**src/rtl/dabd_pkg.sv**
```systemverilog
// shared widths, types, register codes and reset values of the detection decode block
package dabd_pkg;

  localparam int SCORE_BITS    = 16;
  localparam int BOX_BITS      = 18;
  localparam int DIM_BITS      = 13;
  localparam int ID_BITS       = 32;
  localparam int CFG_IDX_BITS  = 2;
  localparam int CFG_DATA_BITS = 16;

  typedef logic [SCORE_BITS-1:0]        score_t;
  typedef logic signed [BOX_BITS-1:0]   box_t;
  typedef logic [DIM_BITS-1:0]          dim_t;
  typedef logic signed [ID_BITS-1:0]    id_t;
  typedef logic [CFG_IDX_BITS-1:0]      cfg_idx_t;
  typedef logic [CFG_DATA_BITS-1:0]     cfg_data_t;

  // configuration register indexes
  typedef enum logic [CFG_IDX_BITS-1:0] {
    REG_SCORE_THRESHOLD = 2'd0,
    REG_BOX_NORMALIZED  = 2'd1,
    REG_IMAGE_WIDTH     = 2'd2,
    REG_IMAGE_HEIGHT    = 2'd3
  } cfg_reg_t;

  // reset values of the configuration registers
  localparam score_t RST_SCORE_THRESHOLD = score_t'(45875);  // 0.7 of full scale
  localparam logic   RST_BOX_NORMALIZED  = 1'b1;
  localparam dim_t   RST_IMAGE_WIDTH     = dim_t'(1920);
  localparam dim_t   RST_IMAGE_HEIGHT    = dim_t'(1080);

  // smallest image side that still gives a result
  localparam dim_t   MIN_IMAGE_DIM       = dim_t'(2);

endpackage

```
**src/rtl/dabd_if.sv**
```systemverilog
// valid/ready channel interfaces: detection slots in, decoded boxes out, register writes

interface dabd_slot_if import dabd_pkg::*; ();
  logic   valid;
  logic   ready;
  score_t score;
  box_t   box_left;
  box_t   box_top;
  box_t   box_right;
  box_t   box_bottom;
  dim_t   region_x;
  dim_t   region_y;
  dim_t   region_w;
  dim_t   region_h;
  id_t    region_id;
  logic   last;

  modport source (
    output valid, score, box_left, box_top, box_right, box_bottom,
           region_x, region_y, region_w, region_h, region_id, last,
    input  ready
  );
  modport sink (
    input  valid, score, box_left, box_top, box_right, box_bottom,
           region_x, region_y, region_w, region_h, region_id, last,
    output ready
  );
endinterface

interface dabd_res_if import dabd_pkg::*; ();
  logic   valid;
  logic   ready;
  id_t    out_id;
  dim_t   out_x;
  dim_t   out_y;
  dim_t   out_w;
  dim_t   out_h;
  score_t out_score;

  modport source (
    output valid, out_id, out_x, out_y, out_w, out_h, out_score,
    input  ready
  );
  modport sink (
    input  valid, out_id, out_x, out_y, out_w, out_h, out_score,
    output ready
  );
endinterface

interface dabd_cfg_if import dabd_pkg::*; ();
  logic      valid;
  logic      ready;
  cfg_idx_t  index;
  cfg_data_t data;

  modport source (output valid, index, data, input ready);
  modport sink (input valid, index, data, output ready);
endinterface

```
**src/rtl/detection_argmax_box_decode_unit.sv**
```systemverilog
// detection argmax over a region's slots and box decode into image pixels
//
//   channel  dir  handshake              payload
//   cfg      in   cfg.valid/cfg.ready    index, data (register write)
//   slot     in   slot.valid/slot.ready  score, box edges, region, region_id, last
//   result   out  result.valid/ready     out_id, out_x, out_y, out_w, out_h, out_score
//
// one slot item is taken every cycle while stage 1 can move; the running maximum is a single
// compare at the input. a last item past the threshold and size checks runs through register
// stages (winning slot, crop fit, multiply, truncate, crop clamp with offset, image clamp).
// rst is synchronous: registers return to their reset values, the run and pipeline empty.
// a stall on result only backs up the stages that hold items; empty stages keep taking items.
// cfg is always ready and takes one write per cycle.
module detection_argmax_box_decode_unit import dabd_pkg::*; #(
  parameter int BOX_FRAC_BITS = 14
) (
  input  logic      clk,
  input  logic      rst,
  dabd_cfg_if.sink  cfg,
  dabd_slot_if.sink slot,
  dabd_res_if.source result
);

  localparam int MUL_BITS  = BOX_BITS + DIM_BITS + 1;
  localparam int RAW_BITS  = BOX_BITS + BOX_FRAC_BITS;
  localparam int PRD_BITS  = (MUL_BITS > RAW_BITS) ? MUL_BITS : RAW_BITS;
  localparam int SCL_BITS  = PRD_BITS - BOX_FRAC_BITS;
  localparam int EDGE_BITS = DIM_BITS + 3;
  localparam logic [PRD_BITS-1:0] TRUNC_BIAS =
    PRD_BITS'((64'd1 << BOX_FRAC_BITS) - 64'd1);

  // configuration registers
  score_t score_threshold;
  logic   box_normalized;
  dim_t   image_width;
  dim_t   image_height;

  // running maximum of the current run
  logic   run_started;
  score_t best_score;
  box_t   best_box [4];

  // stage valid bits and advance conditions
  logic v1, v2, v3, v4, v5;
  logic rdy1, rdy2, rdy3, rdy4, rdy5, rdy6;

  // stage 1: winning slot and region
  score_t s1_score;
  id_t    s1_id;
  box_t   s1_box [4];
  dim_t   s1_org [2];
  dim_t   s1_ext [2];

  // stage 2: crop corner and size
  score_t s2_score;
  id_t    s2_id;
  box_t   s2_box [4];
  dim_t   s2_org [2];
  dim_t   s2_size [2];

  // stage 3: products
  score_t s3_score;
  id_t    s3_id;
  dim_t   s3_org [2];
  dim_t   s3_size [2];
  logic signed [PRD_BITS-1:0] s3_prd [4];

  // stage 4: scaled box
  score_t s4_score;
  id_t    s4_id;
  dim_t   s4_org [2];
  dim_t   s4_size [2];
  logic signed [SCL_BITS-1:0] s4_scl [4];

  // stage 5: box in image coordinates before the final clamp
  score_t s5_score;
  id_t    s5_id;
  logic signed [EDGE_BITS-1:0] s5_lo [2];
  logic signed [EDGE_BITS-1:0] s5_hi [2];

  logic   slot_acc;
  logic   take;
  logic   emit;
  score_t cur_score;
  box_t   cur_box [4];
  box_t   in_box [4];
  dim_t   frame [2];

  // register writes
  assign cfg.ready = 1'b1;

  always_ff @(posedge clk) begin
    if (rst) begin
      score_threshold <= RST_SCORE_THRESHOLD;
      box_normalized  <= RST_BOX_NORMALIZED;
      image_width     <= RST_IMAGE_WIDTH;
      image_height    <= RST_IMAGE_HEIGHT;
    end else if (cfg.valid && cfg.ready) begin
      case (cfg_reg_t'(cfg.index))
        REG_SCORE_THRESHOLD: score_threshold <= cfg.data[SCORE_BITS-1:0];
        REG_BOX_NORMALIZED:  box_normalized  <= cfg.data[0];
        REG_IMAGE_WIDTH:     image_width     <= cfg.data[DIM_BITS-1:0];
        REG_IMAGE_HEIGHT:    image_height    <= cfg.data[DIM_BITS-1:0];
        default: ;
      endcase
    end
  end

  assign frame[0] = image_width;
  assign frame[1] = image_height;

  // backpressure: a stage takes a new item when empty or when it moves on
  assign rdy6 = !result.valid || result.ready;
  assign rdy5 = !v5 || rdy6;
  assign rdy4 = !v4 || rdy5;
  assign rdy3 = !v3 || rdy4;
  assign rdy2 = !v2 || rdy3;
  assign rdy1 = !v1 || rdy2;
  assign slot.ready = rdy1;
  assign slot_acc = slot.valid && slot.ready;

  // argmax compare, first maximum of the run wins
  always_comb begin
    in_box[0] = slot.box_left;
    in_box[1] = slot.box_top;
    in_box[2] = slot.box_right;
    in_box[3] = slot.box_bottom;
    take = !run_started || (slot.score > best_score);
    cur_score = take ? slot.score : best_score;
    for (int k = 0; k < 4; k++) begin
      cur_box[k] = take ? in_box[k] : best_box[k];
    end
    emit = slot.last && (cur_score > score_threshold) &&
           (image_width >= MIN_IMAGE_DIM) && (image_height >= MIN_IMAGE_DIM);
  end

  always_ff @(posedge clk) begin
    if (rst) begin
      run_started <= 1'b0;
    end else if (slot_acc) begin
      run_started <= !slot.last;
    end
  end

  always_ff @(posedge clk) begin
    if (slot_acc) begin
      best_score <= cur_score;
      best_box   <= cur_box;
    end
  end

  // stage valid bits
  always_ff @(posedge clk) begin
    if (rst) begin
      v1 <= 1'b0;
      v2 <= 1'b0;
      v3 <= 1'b0;
      v4 <= 1'b0;
      v5 <= 1'b0;
      result.valid <= 1'b0;
    end else begin
      if (rdy1) v1 <= slot_acc && emit;
      if (rdy2) v2 <= v1;
      if (rdy3) v3 <= v2;
      if (rdy4) v4 <= v3;
      if (rdy5) v5 <= v4;
      if (rdy6) result.valid <= v5;
    end
  end

  // stage 1 load: best slot including this item, region of the last item
  always_ff @(posedge clk) begin
    if (rdy1) begin
      s1_score  <= cur_score;
      s1_id     <= slot.region_id;
      s1_box    <= cur_box;
      s1_org[0] <= slot.region_x;
      s1_org[1] <= slot.region_y;
      s1_ext[0] <= slot.region_w;
      s1_ext[1] <= slot.region_h;
    end
  end

  // crop fit: clamp the region into the image
  dim_t               c_lim [2];
  dim_t               c_lo [2];
  logic [DIM_BITS:0]  c_hi_raw [2];
  logic [DIM_BITS:0]  c_hi_min [2];
  logic [DIM_BITS:0]  c_hi1 [2];
  logic [DIM_BITS:0]  c_hi_lim [2];
  logic [DIM_BITS:0]  c_hi [2];
  dim_t               c_size [2];

  always_comb begin
    for (int a = 0; a < 2; a++) begin
      c_lim[a]    = frame[a] - MIN_IMAGE_DIM;
      c_lo[a]     = (s1_org[a] > c_lim[a]) ? c_lim[a] : s1_org[a];
      c_hi_raw[a] = {1'b0, s1_org[a]} + {1'b0, s1_ext[a]};
      c_hi_min[a] = {1'b0, c_lo[a]} + (DIM_BITS+1)'(1);
      c_hi1[a]    = (c_hi_raw[a] < c_hi_min[a]) ? c_hi_min[a] : c_hi_raw[a];
      c_hi_lim[a] = {1'b0, frame[a]} - (DIM_BITS+1)'(1);
      c_hi[a]     = (c_hi1[a] > c_hi_lim[a]) ? c_hi_lim[a] : c_hi1[a];
      c_size[a]   = DIM_BITS'(c_hi[a] - {1'b0, c_lo[a]});
    end
  end

  always_ff @(posedge clk) begin
    if (rdy2) begin
      s2_score <= s1_score;
      s2_id    <= s1_id;
      s2_box   <= s1_box;
      s2_org   <= c_lo;
      s2_size  <= c_size;
    end
  end

  // scale by crop size, or place pixel values at the same fraction point
  logic signed [MUL_BITS-1:0] mul [4];
  logic signed [PRD_BITS-1:0] prd [4];

  always_comb begin
    for (int a = 0; a < 2; a++) begin
      mul[a]   = MUL_BITS'(s2_box[a]) * MUL_BITS'($signed({1'b0, s2_size[a]}));
      mul[a+2] = MUL_BITS'(s2_box[a+2]) * MUL_BITS'($signed({1'b0, s2_size[a]}));
    end
    for (int k = 0; k < 4; k++) begin
      prd[k] = box_normalized ? PRD_BITS'(mul[k])
                              : (PRD_BITS'(s2_box[k]) <<< BOX_FRAC_BITS);
    end
  end

  always_ff @(posedge clk) begin
    if (rdy3) begin
      s3_score <= s2_score;
      s3_id    <= s2_id;
      s3_org   <= s2_org;
      s3_size  <= s2_size;
      s3_prd   <= prd;
    end
  end

  // drop the fraction bits, truncating toward zero
  logic [PRD_BITS-1:0] biased [4];

  always_comb begin
    for (int k = 0; k < 4; k++) begin
      biased[k] = s3_prd[k] + (s3_prd[k][PRD_BITS-1] ? TRUNC_BIAS : '0);
    end
  end

  always_ff @(posedge clk) begin
    if (rdy4) begin
      s4_score <= s3_score;
      s4_id    <= s3_id;
      s4_org   <= s3_org;
      s4_size  <= s3_size;
      for (int k = 0; k < 4; k++) begin
        s4_scl[k] <= $signed(biased[k][PRD_BITS-1:BOX_FRAC_BITS]);
      end
    end
  end

  // clamp the box into the crop and move it to the crop corner
  logic signed [SCL_BITS-1:0]  b_sz [2];
  logic signed [SCL_BITS-1:0]  b_lim_lo [2];
  logic signed [SCL_BITS-1:0]  b_lim_hi [2];
  logic signed [SCL_BITS-1:0]  b_lo1 [2];
  logic signed [SCL_BITS-1:0]  b_lo [2];
  logic signed [SCL_BITS-1:0]  b_hi_min [2];
  logic signed [SCL_BITS-1:0]  b_hi1 [2];
  logic signed [SCL_BITS-1:0]  b_hi [2];
  logic signed [EDGE_BITS-1:0] b_org [2];
  logic signed [EDGE_BITS-1:0] img_lo [2];
  logic signed [EDGE_BITS-1:0] img_hi [2];

  always_comb begin
    for (int a = 0; a < 2; a++) begin
      b_sz[a]     = SCL_BITS'($signed({1'b0, s4_size[a]}));
      b_lim_lo[a] = b_sz[a] - SCL_BITS'(2);
      b_lim_hi[a] = b_sz[a] - SCL_BITS'(1);
      b_lo1[a]    = s4_scl[a][SCL_BITS-1] ? '0 : s4_scl[a];
      b_lo[a]     = (b_lo1[a] > b_lim_lo[a]) ? b_lim_lo[a] : b_lo1[a];
      b_hi_min[a] = b_lo[a] + SCL_BITS'(1);
      b_hi1[a]    = (s4_scl[a+2] < b_hi_min[a]) ? b_hi_min[a] : s4_scl[a+2];
      b_hi[a]     = (b_hi1[a] > b_lim_hi[a]) ? b_lim_hi[a] : b_hi1[a];
      b_org[a]    = EDGE_BITS'($signed({1'b0, s4_org[a]}));
      img_lo[a]   = EDGE_BITS'(b_lo[a]) + b_org[a];
      img_hi[a]   = EDGE_BITS'(b_hi[a]) + b_org[a];
    end
  end

  always_ff @(posedge clk) begin
    if (rdy5) begin
      s5_score <= s4_score;
      s5_id    <= s4_id;
      s5_lo    <= img_lo;
      s5_hi    <= img_hi;
    end
  end

  // clamp into the image and form corner and size
  logic signed [EDGE_BITS-1:0] f_lim_lo [2];
  logic signed [EDGE_BITS-1:0] f_lim_hi [2];
  logic signed [EDGE_BITS-1:0] f_lo1 [2];
  logic signed [EDGE_BITS-1:0] f_lo [2];
  logic signed [EDGE_BITS-1:0] f_hi_min [2];
  logic signed [EDGE_BITS-1:0] f_hi1 [2];
  logic signed [EDGE_BITS-1:0] f_hi [2];
  logic signed [EDGE_BITS-1:0] f_ext [2];

  always_comb begin
    for (int a = 0; a < 2; a++) begin
      f_lim_lo[a] = EDGE_BITS'($signed({1'b0, frame[a]})) - EDGE_BITS'(2);
      f_lim_hi[a] = EDGE_BITS'($signed({1'b0, frame[a]})) - EDGE_BITS'(1);
      f_lo1[a]    = s5_lo[a][EDGE_BITS-1] ? '0 : s5_lo[a];
      f_lo[a]     = (f_lo1[a] > f_lim_lo[a]) ? f_lim_lo[a] : f_lo1[a];
      f_hi_min[a] = f_lo[a] + EDGE_BITS'(1);
      f_hi1[a]    = (s5_hi[a] < f_hi_min[a]) ? f_hi_min[a] : s5_hi[a];
      f_hi[a]     = (f_hi1[a] > f_lim_hi[a]) ? f_lim_hi[a] : f_hi1[a];
      f_ext[a]    = f_hi[a] - f_lo[a];
    end
  end

  // result register
  always_ff @(posedge clk) begin
    if (rdy6) begin
      result.out_id    <= s5_id;
      result.out_x     <= DIM_BITS'(f_lo[0]);
      result.out_y     <= DIM_BITS'(f_lo[1]);
      result.out_w     <= DIM_BITS'(f_ext[0]);
      result.out_h     <= DIM_BITS'(f_ext[1]);
      result.out_score <= s5_score;
    end
  end

`ifndef SYNTH
  // a decoded box always has a nonzero size
  a_out_size: assert property (@(posedge clk) disable iff (rst)
    result.valid |-> (result.out_w != '0) && (result.out_h != '0))
    else $error("result box with zero size");

  // a slot that is not last keeps the run open
  a_run_open: assert property (@(posedge clk) disable iff (rst)
    slot_acc && !slot.last |=> run_started)
    else $error("run not open after a slot item");

  // the last slot closes the run
  a_run_close: assert property (@(posedge clk) disable iff (rst)
    slot_acc && slot.last |=> !run_started)
    else $error("run still open after the last item");

  // only scores above the threshold enter the decode stages, so none of them is zero
  a_s1_score: assert property (@(posedge clk) disable iff (rst)
    v1 |-> (s1_score != '0))
    else $error("zero score entered the decode stages");
`endif

endmodule

```
**src/flat_wrapper.sv**
```systemverilog
// flat-port wrapper written by rule: the top's interface ports become plain ports
module detection_argmax_box_decode_unit_flat import dabd_pkg::*;
#(
  parameter int BOX_FRAC_BITS = 14
)
  (clk, rst, cfg_valid, cfg_index, cfg_data, cfg_ready, slot_valid, slot_score, slot_box_left, slot_box_top, slot_box_right, slot_box_bottom, slot_region_x, slot_region_y, slot_region_w, slot_region_h, slot_region_id, slot_last, slot_ready, result_valid, result_out_id, result_out_x, result_out_y, result_out_w, result_out_h, result_out_score, result_ready);
  dabd_cfg_if cfg_i ();
  dabd_slot_if slot_i ();
  dabd_res_if result_i ();
  input  logic clk;
  input  logic rst;
  input wire logic [$bits(cfg_i.valid)-1:0] cfg_valid;
  input wire logic [$bits(cfg_i.index)-1:0] cfg_index;
  input wire logic [$bits(cfg_i.data)-1:0] cfg_data;
  output wire logic [$bits(cfg_i.ready)-1:0] cfg_ready;
  input wire logic [$bits(slot_i.valid)-1:0] slot_valid;
  input wire logic [$bits(slot_i.score)-1:0] slot_score;
  input wire logic [$bits(slot_i.box_left)-1:0] slot_box_left;
  input wire logic [$bits(slot_i.box_top)-1:0] slot_box_top;
  input wire logic [$bits(slot_i.box_right)-1:0] slot_box_right;
  input wire logic [$bits(slot_i.box_bottom)-1:0] slot_box_bottom;
  input wire logic [$bits(slot_i.region_x)-1:0] slot_region_x;
  input wire logic [$bits(slot_i.region_y)-1:0] slot_region_y;
  input wire logic [$bits(slot_i.region_w)-1:0] slot_region_w;
  input wire logic [$bits(slot_i.region_h)-1:0] slot_region_h;
  input wire logic [$bits(slot_i.region_id)-1:0] slot_region_id;
  input wire logic [$bits(slot_i.last)-1:0] slot_last;
  output wire logic [$bits(slot_i.ready)-1:0] slot_ready;
  output wire logic [$bits(result_i.valid)-1:0] result_valid;
  output wire logic [$bits(result_i.out_id)-1:0] result_out_id;
  output wire logic [$bits(result_i.out_x)-1:0] result_out_x;
  output wire logic [$bits(result_i.out_y)-1:0] result_out_y;
  output wire logic [$bits(result_i.out_w)-1:0] result_out_w;
  output wire logic [$bits(result_i.out_h)-1:0] result_out_h;
  output wire logic [$bits(result_i.out_score)-1:0] result_out_score;
  input wire logic [$bits(result_i.ready)-1:0] result_ready;
  assign cfg_i.valid = cfg_valid;
  assign cfg_i.index = cfg_index;
  assign cfg_i.data = cfg_data;
  assign cfg_ready = cfg_i.ready;
  assign slot_i.valid = slot_valid;
  assign slot_i.score = slot_score;
  assign slot_i.box_left = slot_box_left;
  assign slot_i.box_top = slot_box_top;
  assign slot_i.box_right = slot_box_right;
  assign slot_i.box_bottom = slot_box_bottom;
  assign slot_i.region_x = slot_region_x;
  assign slot_i.region_y = slot_region_y;
  assign slot_i.region_w = slot_region_w;
  assign slot_i.region_h = slot_region_h;
  assign slot_i.region_id = slot_region_id;
  assign slot_i.last = slot_last;
  assign slot_ready = slot_i.ready;
  assign result_valid = result_i.valid;
  assign result_out_id = result_i.out_id;
  assign result_out_x = result_i.out_x;
  assign result_out_y = result_i.out_y;
  assign result_out_w = result_i.out_w;
  assign result_out_h = result_i.out_h;
  assign result_out_score = result_i.out_score;
  assign result_i.ready = result_ready;
  detection_argmax_box_decode_unit #(.BOX_FRAC_BITS(BOX_FRAC_BITS)) u_core (.clk(clk), .rst(rst), .cfg(cfg_i), .slot(slot_i), .result(result_i));
endmodule
```
**config.mk**
```make
export PLATFORM = sky130hd
export DESIGN_NAME = detection_argmax_box_decode_unit_flat
export DESIGN_NICKNAME = d
export VERILOG_FILES = /design/src/rtl/dabd_pkg.sv /design/src/rtl/dabd_if.sv /design/src/rtl/detection_argmax_box_decode_unit.sv /design/src/flat_wrapper.sv
export SDC_FILE = /design/constraint.sdc
export NUM_CORES = 2
export LEC_CHECK = 0
export BUFFER_PORTS_ARGS = -buffer_cell sky130_fd_sc_hd__buf_2
export CELL_PAD_IN_SITES_DETAIL_PLACEMENT = 0
export CELL_PAD_IN_SITES_GLOBAL_PLACEMENT = 2
export CORE_MARGIN = 3
export CORE_UTILIZATION = 40
export DETAILED_ROUTE_END_ITERATION = 8
export MAX_ROUTING_LAYER = met4
export PLACE_DENSITY = 0.82
export SYNTH_ARGS = -nofsm -noshare
export SYNTH_HDL_FRONTEND = slang
export SYNTH_SLANG_ARGS = --single-unit
```
**constraint.sdc**
```tcl
create_clock -name clk -period 15.82 [get_ports clk]
set_input_delay 0.791 -clock clk [delete_from_list [all_inputs] [get_ports clk]]
set_output_delay 0.791 -clock clk [all_outputs]
set_load 0.01 [all_outputs]
```
======== Word level (Yosys, flattened, before mapping) ========
Memory sizes are Yosys's and may differ from the RTL's.
Cells that the tools add are included.
storage, ports and cells
  memories kept ........................... 3
  memory bits (writable) .................. 124
  word-level logic and storage cells ...... 192
  bits in latches ......................... 0
  input bits .............................. 196
  bits in registers ....................... 970
  output and inout bits ................... 103
  ROM bits ................................ 0
cells by class
  reductions and logical operators ........ 25
  multiplexer cells ....................... 39
  bitwise gates (word level) .............. 0
  $add $sub $neg .......................... 32
  equal/unequal tests ..................... 3
  shift-type cells ........................ 0
  $mul .................................... 4
  div/mod/pow operators ................... 0
  $lt $le $gt $ge ......................... 22
memory list
  name           words  width  rd ports  clocked after Yosys merged registers in  wr ports  RTL line                                text
  u_core.s4_scl  4      18     4         0                                        4         detection_argmax_box_decode_unit.sv:73  logic signed [SCL_BITS-1:0] s4_scl [4];
  u_core.s1_ext  2      13     2         0                                        2         detection_argmax_box_decode_unit.sv:52  dim_t s1_ext [2];
  u_core.s1_org  2      13     2         0                                        2         detection_argmax_box_decode_unit.sv:51  dim_t s1_org [2];
operators with widths
  cell                                                 count
  two-way mux 18 bit                                   8
  adder 32 bit                                         4
  multiplier 18 x 14 -> 32 bit                         4
  two-way mux 32 bit                                   4
  two-way mux 16 bit                                   7
  two-way mux 14 bit                                   6
  subtractor 13 x 1 -> 14 bit (second input constant)  6
  two-way mux 13 bit                                   6
  adder 16 x 14 -> 16 bit                              4
  > comparator 16 bit                                  4
  subtractor 13 x 2 -> 14 bit (second input constant)  4
  subtractor 13 bit                                    4
  adder 18 x 2 -> 18 bit (second input constant)       2
  > comparator 18 x 14 -> 1 bit                        2
  > comparator 18 bit                                  2
  < comparator 18 bit                                  2
  two-way mux 17 bit                                   2
  adder 16 x 2 -> 16 bit (second input constant)       2
  > comparator 16 x 14 -> 1 bit                        2
  < comparator 16 bit                                  2
  two-way mux 15 bit                                   2
  adder 13 x 1 -> 14 bit (second input constant)       2
  adder 13 x 13 -> 14 bit                              2
  > comparator 14 bit                                  2
  12 further kinds                                     40

======== Depth between registers and ports, before layout ========
An unclocked memory read counts as a cell.
  word-level depth ........................ 10
  depth in mapped cells ................... 66
  gate-level depth less buffers ........... 62

======== Least setup slack after synthesis ========
No wires, ideal clock.
  kind .................................... flip-flop to flip-flop
  start point ............................. reg u_core.s4_size (netlist bit u_core.b_sz[19])
  end point ............................... reg u_core.s5_hi[31] (netlist bit), data pin
  arrival ................................. 12133 ps
  data required time ...................... 15547 ps
  setup slack ............................. 3414 ps
  period minus slack after synthesis ...... 12406 ps
  stages on the path, launching flop included .. 57
  path buffers ............................ 5
  cell sequence ........................... edfxtp_1 -> inv_1 -> ha_1 -> or4b_4 -> nor3_1 -> nand2_1 -> xor2_1 -> ha_1 -> nand4_1 -> o21bai_1 -> o311ai_1 -> o21ai_1 -> clkbuf_1 -> clkbuf_1 -> o21ai_0 -> ha_1 -> or3b_2 -> a211o_1 -> [... 21 more ...] -> nor3_1 -> nor4b_4 -> buf_6 -> nor2_1 -> a21oi_1 -> ha_1 -> a21o_1 -> a21oi_1 -> o21bai_1 -> a21oi_1 -> o21bai_1 -> a21oi_1 -> o21ai_0 -> o41ai_1 -> o21ai_0 -> nand3b_1 -> xor2_1 -> o22ai_1
RTL lines
  what                      RTL line                                 text
  start: declaration        detection_argmax_box_decode_unit.sv:72   dim_t s4_size [2];
  start signal: assignment  detection_argmax_box_decode_unit.sv:256  s4_size <= s3_size;
  end signal: assignment    detection_argmax_box_decode_unit.sv:297  s5_hi <= img_hi;
  end: declaration          detection_argmax_box_decode_unit.sv:79   logic signed [EDGE_BITS-1:0] s5_hi [2];

==> impl_metrics.ini <==
[timing]
min_period_ps = 14220
rsz0062_at_grt = false
worst_clock_skew_ps = 63.9
part_of_the_cycle_the_worst_path_needs_pct = 89.9
slew_headroom_pct = 21.9
finalSetupViolCount = 0
slew_viol_final = 0
max_freq_mhz = 70.3
layout_setup_ws_ps = 1600
hold_viol = 0
setup-tns-final_ps = 0
worst-slew-pin-transition_ps = 1170

[detailed_routing]
drt_first_pass_iters = 5
met3_length_um = 11700
top_layer_used = met4
drc_violations = 0
detail_route.iter0.violations = 3514
via_count = 60318
antenna_left = 0
drt-total-wl_um = 243000
route.layer.met1.wl_um = 116000
routedWlPerCell_um = 20.7
post_drt_via_cell_ratio = 5.14
dr_wl_met2_um = 111000

[clocking]
number_of_h_tree_levels = 3
numCtsBuffers = 121
cts_setup_buffers = 0
ctsLongestPathBuffers = 3
clock_sinks = 1094
cts_tree = yes
skew_pair_late_insertion_delay_ps = 780
resized_after_cts = 0
cts_hold_buffers = 0
root_buffer = sky130_fd_sc_hd__clkbuf_16
cts.clk_slew.worst_paths_ps = 60

[placed_design]
pre_cts_ws_ps = 1230
dp.cells = 11490
gp_routability_congestion = 0.902
port-buffer-count = 297
post-dp-hpwl_um = 187000

[worst_setup_path]
critPathSlowestCell = sky130_fd_sc_hd__and3_1
slowest_delay_ps = 760
worst-path-max-fanout = 34
cp.arrival_ps = 14720
criticalPathCategory = flip-flop to flip-flop
crit_path_start_kind = flip-flop
worst_ep_required_time_ps = 16320
reg2reg_to = u_core.s5_hi[14]
worstSetupEndpoint = u_core.s5_hi[14]
worstSetupEndpointType = flip-flop
timing.critical_path.mode_cell = sky130_fd_sc_hd__a21o_1
timing.rr.start = u_core.b_sz[1]
worst_setup_path_startpoint = u_core.b_sz[1]
regToRegSetupSlack_ps = 1600
reg2regPathDepth = 54

[cells_and_area]
multi_input_comb_area_sq_mm = 0.0536
seq_area_sq_mm = 0.0324
synthToLayoutAreaGrowth_pct = 10.1
layout_cells_sized_above_1_pct = 9.64
filler_cells = 21113
layoutNonFillerInstCount = 11730
finish.net_count = 10535

[floorplanning]
initial_core_util_pct = 40.5
boundaryPins = 299
placeableCoreArea_sq_mm = 0.226
die-height_um = 484
std_cell_rows = 174
die_width_um = 484
dieArea_sq_mm = 0.235

[global_routing]
overflow = 0
grt_pass1_vias = 62985
pin_count_of_the_biggest_net_entering_global_routing = 87
grt_pass1_wl_um = 379000
track_usage_pct = 21.4
initial_antenna_violation_count = 14

[worst_hold_path]
worst_hold_startpoint = slot_region_h[2]
hp-class = primary input to flip-flop
worst_hold_depth = 1

[yosys]
synth_enable_flop_cells = 1044
ys_seq_elements = 1094
synth_async_reset_ratio_pct = 0
syn_area_per_cell_sq_um = 10.9
postSynthCellCount = 8375
synth-main-ff-cell = sky130_fd_sc_hd__edfxtp_1
synth_seq_area_share_pct = 35.3
synthesis.nets = 10289
syn-cell-area_sq_mm = 0.0915
post_synth_num_cell_types = 94
synthesis.yosys.warnings = 0

[outcome]
outcome = finished clean

[job]
maxCapViolCount = 0
## sequential cells by signal, indices dropped and copies added, names as in the netlist, 26 cells and up
signal,flops
u_core.s2_box,72
u_core.s3_id,32
u_core.s2_org,26
u_core.s3_prd,128
u_core.s2_id,32
u_core.s4_id,32
u_core.s4_scl,72
u_core.s1_id,32
u_core.s1_org,26
u_core.s1_box,72
u_core.s3_size,26
u_core.s5_hi,32
u_core.b_org,26
u_core.s3_org,26
u_core.b_sz,26
u_core.s2_size,26
u_core.s5_lo,32
u_core.s1_ext,26
u_core.result.out_id,32
u_core.best_box,72
u_core.s5_id,32
## cells in the final DEF, fill, tap and decap left out, types with 23 or more instances in the layout
cell,n
sky130_fd_sc_hd__a31oi_1,27
sky130_fd_sc_hd__xnor2_1,328
sky130_fd_sc_hd__nor2_1,312
sky130_fd_sc_hd__edfxtp_1,1044
sky130_fd_sc_hd__ha_1,812
sky130_fd_sc_hd__a211oi_1,24
sky130_fd_sc_hd__o21a_1,67
sky130_fd_sc_hd__clkbuf_16,121
sky130_fd_sc_hd__buf_4,100
sky130_fd_sc_hd__or3_1,23
sky130_fd_sc_hd__nor3_1,89
sky130_fd_sc_hd__inv_1,1216
sky130_fd_sc_hd__mux2i_1,78
sky130_fd_sc_hd__nor2b_1,115
sky130_fd_sc_hd__clkinv_2,23
sky130_fd_sc_hd__fa_1,906
sky130_fd_sc_hd__and3_1,48
sky130_fd_sc_hd__xor2_1,144
sky130_fd_sc_hd__a21o_1,163
sky130_fd_sc_hd__nand2b_1,60
sky130_fd_sc_hd__o21bai_1,63
sky130_fd_sc_hd__nand2_1,719
sky130_fd_sc_hd__dfxtp_1,49
sky130_fd_sc_hd__nand3_1,90
sky130_fd_sc_hd__mux2_2,178
sky130_fd_sc_hd__and2_1,618
sky130_fd_sc_hd__a21oi_1,342
sky130_fd_sc_hd__buf_2,297
sky130_fd_sc_hd__o21ai_0,216
sky130_fd_sc_hd__nor4_1,26
sky130_fd_sc_hd__nand4_1,79
## cell type report
cell class / count / share of cell area [%]
inverter: 1221 / 4.56
timing repair buffer: 398 / 2.24
multi-input combinational: 5785 / 53.2
clock inverter: 95 / 1.11
clock buffer: 135 / 3.06
sequential: 1094 / 32.1
antenna: 10 / 0.0248
tap: 2992 / 3.72
## cells in the mapped netlist, types with 60 or more instances
cell                          n  area [sq um]
sky130_fd_sc_hd__inv_1     1219          4580
sky130_fd_sc_hd__edfxtp_1  1044         31400
sky130_fd_sc_hd__fa_1       906         18100
sky130_fd_sc_hd__ha_1       812         10200
sky130_fd_sc_hd__nand2_1    722          2710
sky130_fd_sc_hd__and2_1     619          3870
sky130_fd_sc_hd__a21oi_1    342          1710
sky130_fd_sc_hd__xnor2_1    328          2870
sky130_fd_sc_hd__nor2_1     312          1170
sky130_fd_sc_hd__clkbuf_1   240           901
sky130_fd_sc_hd__o21ai_0    216          1080
sky130_fd_sc_hd__mux2_2     178          2000
sky130_fd_sc_hd__a21o_1     163          1220
sky130_fd_sc_hd__xor2_1     144          1260
sky130_fd_sc_hd__nor2b_1    115           719
sky130_fd_sc_hd__nand3_1     91           455
sky130_fd_sc_hd__nor3_1      89           445
sky130_fd_sc_hd__nand4_1     79           494
sky130_fd_sc_hd__mux2i_1     78           781
sky130_fd_sc_hd__o21a_1      68           510
sky130_fd_sc_hd__o21bai_1    63           473
sky130_fd_sc_hd__nand2b_1    60           375
## critical path, delay by kind of cell, from the launching register on
kind / cells / cell delay [ps]
simple gates: 16 / 4630
compound gates: 28 / 5640
xor+xnor: 2 / 600
fa+ha+maj: 6 / 2120
flops: 1 / 510
buf+inv: 2 / 450
## how the worst min path moves through the flow
stage | end | slack (ps)
floorplan | u_core.b_org[0] | 400
global placement | u_core.b_sz[3] | 400
detailed placement | u_core.result.out_id[20] | 400
CTS | u_core.s1_org[0][16] | 100
global route | u_core.s1_ext[0][13] | 130
finish | u_core.s1_ext[0][15] | 190
## cell families after synthesis
family / count (synthesis) / synth area share, %
adders and majority gates: 1718 / 30.9
and+or+nand+nor: 2279 / 12.7
other: 1 / 0.00410
AOI/OAI and AO/OA: 1059 / 7.28
buffers and inverters: 1496 / 6.18
xor gates and xnor gates: 472 / 4.52
muxes: 256 / 3.04
DFF: 1094 / 35.3
## layer usage
| layer | up-vias | global-route usage, % |
|---|---|---|
| met1 | 30235 | 30.1 |
| met5 | - | - |
| li1 | 28466 | - |
| met2 | 1357 | 33.6 |
| met3 | 260 | 2.61 |
| met4 | 0 | 4.20 |
## stage by stage
step                      area (sq um)  utilization, %  hold WS, ps
after floorplan                  91500               -          400
after global placement           96500            42.7          401
after detailed placement         96500            42.7          405
after CTS                       101000            44.5          102
after global routing            101000            44.5          133
final                           101000            44.5          188
Power is left out: the tool's default activity adds up to more than one toggle a clock period on the data nets, which glitch-free logic cannot reach.
